$ cat src/sv/gbp_pkg.sv
// Shared constants, types and controller/datapath interface structs for the
// grid broad-phase pair unit. No dependencies.
`timescale 1ns / 1ps

package gbp_pkg;

  localparam int MAX_BODIES      = 8;
  localparam int CELL_INDEX_BITS = 21;
  localparam int RESULT_CAP      = 28;

  localparam int COORD_W   = 32;
  localparam int INV_W     = 32;
  localparam int IDX_W     = (MAX_BODIES > 2) ? $clog2(MAX_BODIES) : 1;
  localparam int CNT_W     = $clog2(MAX_BODIES + 1);
  localparam int FOUND_W   = $clog2(RESULT_CAP + 1);
  localparam int CELL_W    = 6 * CELL_INDEX_BITS;
  localparam int BODY_W    = 3;
  localparam int IN_DATA_W  = 6 * COORD_W;
  localparam int OUT_DATA_W = 8;

  localparam logic [INV_W-1:0] INV_RESET = 32'd16384;

  typedef enum logic [6:0] {
    S_LOAD    = 7'b0000001,
    S_DRAIN   = 7'b0000010,
    S_START   = 7'b0000100,
    S_READ_A  = 7'b0001000,
    S_LATCH_A = 7'b0010000,
    S_COMPARE = 7'b0100000,
    S_FINISH  = 7'b1000000
  } state_t;

  typedef struct packed {
    logic load_en;
    logic walk_init;
    logic rd_a;
    logic latch_a;
    logic compare;
    logic advance;
    logic finish;
  } cmd_t;

  typedef struct packed {
    logic last_taken;
    logic few_bodies;
    logic hit;
    logic pend_valid;
    logic out_free;
    logic b_end;
    logic a_end;
    logic cap_next;
  } status_t;

endpackage

$ cat src/sv/gbp_ctrl.sv
// Sequencer for box loading, pair walk and result completion.
// Depends on gbp_pkg.
`timescale 1ns / 1ps

module gbp_ctrl (
  input  logic             clk,
  input  logic             rst,
  input  gbp_pkg::status_t st,
  output gbp_pkg::cmd_t    cmd
);

  gbp_pkg::state_t state;
  gbp_pkg::state_t state_next;
  logic            advance;

  assign advance = !(st.hit && st.pend_valid && !st.out_free);

  always_comb begin
    state_next = state;
    cmd        = '0;
    case (state)
      gbp_pkg::S_LOAD: begin
        cmd.load_en = 1'b1;
        if (st.last_taken) begin
          state_next = gbp_pkg::S_DRAIN;
        end
      end
      gbp_pkg::S_DRAIN: begin
        state_next = gbp_pkg::S_START;
      end
      gbp_pkg::S_START: begin
        cmd.walk_init = 1'b1;
        state_next = st.few_bodies ? gbp_pkg::S_FINISH : gbp_pkg::S_READ_A;
      end
      gbp_pkg::S_READ_A: begin
        cmd.rd_a   = 1'b1;
        state_next = gbp_pkg::S_LATCH_A;
      end
      gbp_pkg::S_LATCH_A: begin
        cmd.latch_a = 1'b1;
        state_next  = gbp_pkg::S_COMPARE;
      end
      gbp_pkg::S_COMPARE: begin
        cmd.compare = 1'b1;
        cmd.advance = advance;
        if (advance) begin
          if ((st.hit && st.cap_next) || (st.b_end && st.a_end)) begin
            state_next = gbp_pkg::S_FINISH;
          end else if (st.b_end) begin
            state_next = gbp_pkg::S_READ_A;
          end
        end
      end
      gbp_pkg::S_FINISH: begin
        cmd.finish = 1'b1;
        if (st.out_free) begin
          state_next = gbp_pkg::S_LOAD;
        end
      end
      default: begin
        state_next = gbp_pkg::S_LOAD;
      end
    endcase
  end

  always_ff @(posedge clk) begin
    if (rst) begin
      state <= gbp_pkg::S_LOAD;
    end else begin
      state <= state_next;
    end
  end

endmodule

$ cat config.mk
export PLATFORM = sky130hd
export DESIGN_NAME = gbp_ctrl
export DESIGN_NICKNAME = d
export VERILOG_FILES = /design/src/sv/gbp_pkg.sv /design/src/sv/gbp_ctrl.sv
export SDC_FILE = /design/constraint.sdc
export NUM_CORES = 1
export LEC_CHECK = 0
export BUFFER_PORTS_ARGS = -buffer_cell sky130_fd_sc_hd__buf_4
export CORE_ASPECT_RATIO = 0.9
export CORE_MARGIN = 1.5
export CORE_UTILIZATION = 25
export DETAILED_ROUTE_END_ITERATION = 8
export GPL_TIMING_DRIVEN = 0
export SLEW_MARGIN = 20
export SYNTH_ARGS = -nofsm -noshare
export SYNTH_HDL_FRONTEND = slang
export SYNTH_SLANG_ARGS = --single-unit
$ cat constraint.sdc
create_clock -name clk -period 1.4 [get_ports clk]
set_input_delay 0.14 -clock clk [delete_from_list [all_inputs] [get_ports clk]]
set_output_delay 0.14 -clock clk [all_outputs]
set_load 0.1 [all_outputs]
Word level (Yosys, flattened, before mapping)

Cells that the tools add are included.

Equality and inequality tests: 11
Muxes and demuxes: 13
Reduce and logical (&&, ||, !) cells: 8

Operators by type and width:

| operator                                                               | number |
|---|---|
| 7-bit case mux with 7 select lines                                     | 1 |
| 7-bit 2-to-1 mux                                                       | 6 |
| 7-bit by 1-bit equality test with 1-bit output (second input constant) | 1 |
| 7-bit by 2-bit equality test with 1-bit output (second input constant) | 1 |
| 7-bit by 3-bit equality test with 1-bit output (second input constant) | 1 |
| 7-bit by 4-bit equality test with 1-bit output (second input constant) | 1 |
| 7-bit by 5-bit equality test with 1-bit output (second input constant) | 1 |
| 7-bit by 6-bit equality test with 1-bit output (second input constant) | 1 |
| 7-bit equality test (second input constant)                            | 1 |
| 2-bit != test (second input constant)                                  | 3 |
| 1-bit 2-to-1 mux                                                       | 5 |
| 1-bit logical AND                                                      | 4 |
| 4-bit AND reduction                                                    | 1 |
| 3-bit != test (second input constant)                                  | 1 |
| 1-bit logical NOT                                                      | 2 |
| 2-bit 2-to-1 mux                                                       | 1 |
| 1-bit logical OR                                                       | 1 |

Bits in registers: 7
Input port bits: 10
Output and inout port bits: 7
Word-level logic and storage cells: 33

Logic depth before layout (Yosys ltp)

Word-level depth: 5
Depth in mapped cells: 5
Depth with buffers taken out: 4

Worst setup path after synthesis

OpenSTA, ideal clock, no wires.

Path type: register to output
Start: register state[6]
End: output cmd[1] (netlist name)
Arrival: 2.958 ns
Data required time: 1.260 ns
Setup slack: -1.698 ns
Stages on the path, launching flop included: 5
Cell sequence: dfxtp_1 > buf_4 > nor4_4 > nand2_1 > nor3_1

RTL lines:

| what                     | line           | RTL |
|---|---|---|
| start: declaration       | gbp_ctrl.sv:12 | `gbp_pkg::state_t state;` |
| start signal: assignment | gbp_ctrl.sv:68 | `state <= gbp_pkg::S_LOAD;` |
| start signal: assignment | gbp_ctrl.sv:70 | `state <= state_next;` |
| end: declaration         | gbp_ctrl.sv:9  | `output gbp_pkg::cmd_t cmd` |

==> out/results.txt <==
Status = finished with violations
Failing checks = setup timing
Clock edge transition at the registers on the reported setup and hold paths = 0.06 ns
Fillcell total = 172
# rows = 15
ANT cells = 0
Avg Cell Area, Syn = 8.05 um^2
Seq/Total Area, Yosys = 0.260
Count of final hold-check violations = 0
Drt wl/cell = 13.2 um
Sequential cell area = 148 um^2
Peak supply drop = 0.000608 V
H-tree depth = 1
Dominant cells by area after synthesis = dfxtp_1 26%, nor2_1 6.3%, a22oi_1 4.2%, buf_4 4.2%, nor4_4 3.9%
Min-delay src = rst
Finished Layout Cells = 125
Synth area leader = dfxtp_1
Crit path from = state[1]
Fin Hold WS = 0.0511 ns
CP max stage cell = nor4_4
Longest Clk Path Bufs = 2
Total congestion overflow = 0
Final slew viol count = 0
Max cap viols = 0
Max frequency = 583 MHz
Via count = 652
Die Area = 0.00245 mm^2
Crit-path cells = buf_6, nor4_4, buf_4, and3_4, buf_12
Post-Route WL = 1650 um
Width of the die = 52.0 um
Top cell type's share of synthesized area = 0.260
IO Count = 17
Highest routed metal layer = met4
Via-to-Cell Ratio = 5.22
Area grow syn2layout = 102%
Met2 wire length = 832 um
Post-DRT Antenna Nets = 0
Final nets = 111
Fraction of layout cells with a size suffix above 1 = 0.670
Port bufs = 16
Clk_skew = 0.00776 ns
Slew margin rel. = 0.766
Iteration-0 DRC Markers = 11
Initial antenna violation count = 0
Top Registers = state: 7 flops
Num Clock Sinks = 7
Clock period minus worst slack = 1.72 ns
DP Cell Count = 108
CORE AREA = 0.00197 mm^2
Drt pass-1 iters = 4
Worst slew pin tran = 0.349 ns
Sequential share of power = 0.248
CTS tree = yes
Worst Path Required = 1.26 ns
CP startpoint kind = register
Vias in the first global route = 585
Initial core utilization = 0.274
CTS Buf Count = 3
Gpl congestion = 0.836
Die Span Y = 47.1 um
Max FFs per register = 7
Largest net degree at the start of global routing = 11
Lkg Pwr = 0.414 nW
Post-DP HPWL = 1140 um
Synth unique cells = 32
Hold Path Class = in2reg
P_sw = 0.372 mW
Root buffer cell = clkbuf_4
Syn. warnings = 0
Fin crit share = 1.23
Synth Cell Area = 539 um^2
Pint = 0.611 mW
Critical path arrival = 1.58 ns
Final setup fails = 13
RR Startpoint = state[1]
Crit-path max FO = 3
Seq cells post-synth = 7
Commonest non-fill, non-tap cells in the layout = 21 x buf_4, 8 x buf_12, 5 x buf_6, 4 x nor2_2
CP peak stage delay = 0.35 ns
Post-synthesis cell count = 67
WL met3 = 62 um
Global-route wire length before repair = 2590 um
Worst skew pair latency = 0.26 ns
Crit. End Element = primary output
Pwr/cell area = 903 mW/mm^2
Final WS setup = -0.316 ns
Clock power share = 0.194
Combinational power share = 0.558
GRT Overall Usage = 0.144
Met1 WL = 744 um
Area occupied by multi-input gates = 475 um^2
Sw Ratio = 0.378
RSZ-0062 raised after global routing = yes
Commonest non-fill, non-tap cell in the layout = buf_4
Reg with most FFs = state
# DRC = 0
Syn_nets = 77
Critical path class = reg2out
Util after Layout = 0.552
-- per-stage QoR --
step / instance area (um^2) / TNS, ns / total power [mW] / worst slack, ns
after floorplan: 577 / -1.01 / 0.490 / -0.405
after global placement: 728 / -0.707 / 0.557 / -0.165
after detailed placement: 728 / -0.993 / 0.562 / -0.187
after CTS: 921 / -1.81 / 0.840 / -0.359
after global routing: 1090 / -2.88 / 1.03 / -0.372
final: 1090 / -2.18 / 0.983 / -0.316
-- routing by layer --
metal | global-route usage | vias to the layer above
met1 | 0.183 | 315
met4 | 0.0579 | 0
met3 | 0.0223 | 4
met2 | 0.248 | 17
met5 | 0 | -
li1 | - | 316
-- cells by family (layout without fill, tap and decap cells) --
group                  Yosys count  after routing  synth area share
buffers and inverters           10             43             0.109
AO/OA/AOI/OAI                   11             11             0.165
flip-flops                       7              7             0.260
XOR/XNOR                         1              1            0.0162
AND/OR/NAND/NOR                 38             38             0.450
-- power by group through the flow --
stage / logic [mW] / registers, mW / clock network (mW)
3_5_place_dp: 0.340 / 0.221 / 0
2_1_floorplan: 0.270 / 0.221 / 0
3_3_place_gp: 0.336 / 0.221 / 0
6_report: 0.549 / 0.243 / 0.191
4_1_cts: 0.411 / 0.238 / 0.192
5_1_grt: 0.578 / 0.245 / 0.205
-- layout make-up --
| class | count | area share |
|---|---|---|
| plain buffers | 5 | 0.0483 |
| clock buffers | 4 | 0.0241 |
| inverters | 4 | 0.0172 |
| multi-input cells | 50 | 0.437 |
| flip-flops and latches | 7 | 0.136 |
| well taps | 25 | 0.0287 |
| repair buffers | 30 | 0.309 |
-- critical path, delay by kind of cell (launching register included) --
family	cells	cell delay, ns
buffers and inverters	3	0.47
flip-flops	1	0.31
AND/OR/NAND/NOR	2	0.55
-- what timing repair did --
action / 4_1_cts / 5_1_grt
setup buffers: 5 / 9
resized for setup: 30 / 22
hold buffers: 0 / 0
pin swaps: 8 / 11
setup endpoints to repair: 12 / 13
-- path summary, 6_finish.rpt --
kind                                 end  slack, ns  cells past startpoint
worst max-delay path              cmd[5]      -0.32                      5
worst min-delay path            state[6]       0.05                      2
worst max register to register  state[0]      -0.12                      7
worst min register to register  state[4]       0.67                      3
-- synth_stat cells (all sizes together) --
cell / instances
a22oi: 3
and4b: 2
and3: 3
dfxtp: 7
nand3b: 2
buf: 6
nor2: 9
nand2b: 3
o211ai: 1
nand3: 4
and3b: 1
nand4b: 1
nor3: 5
a21oi: 2
nor2b: 1
nand4: 1
inv: 4
a311oi: 1
nor3b: 2
o21ai: 2
nand2: 1
o221ai: 1
o2111ai: 1
nor4: 3
xor2: 1
(Power assumes the default switching activity.)
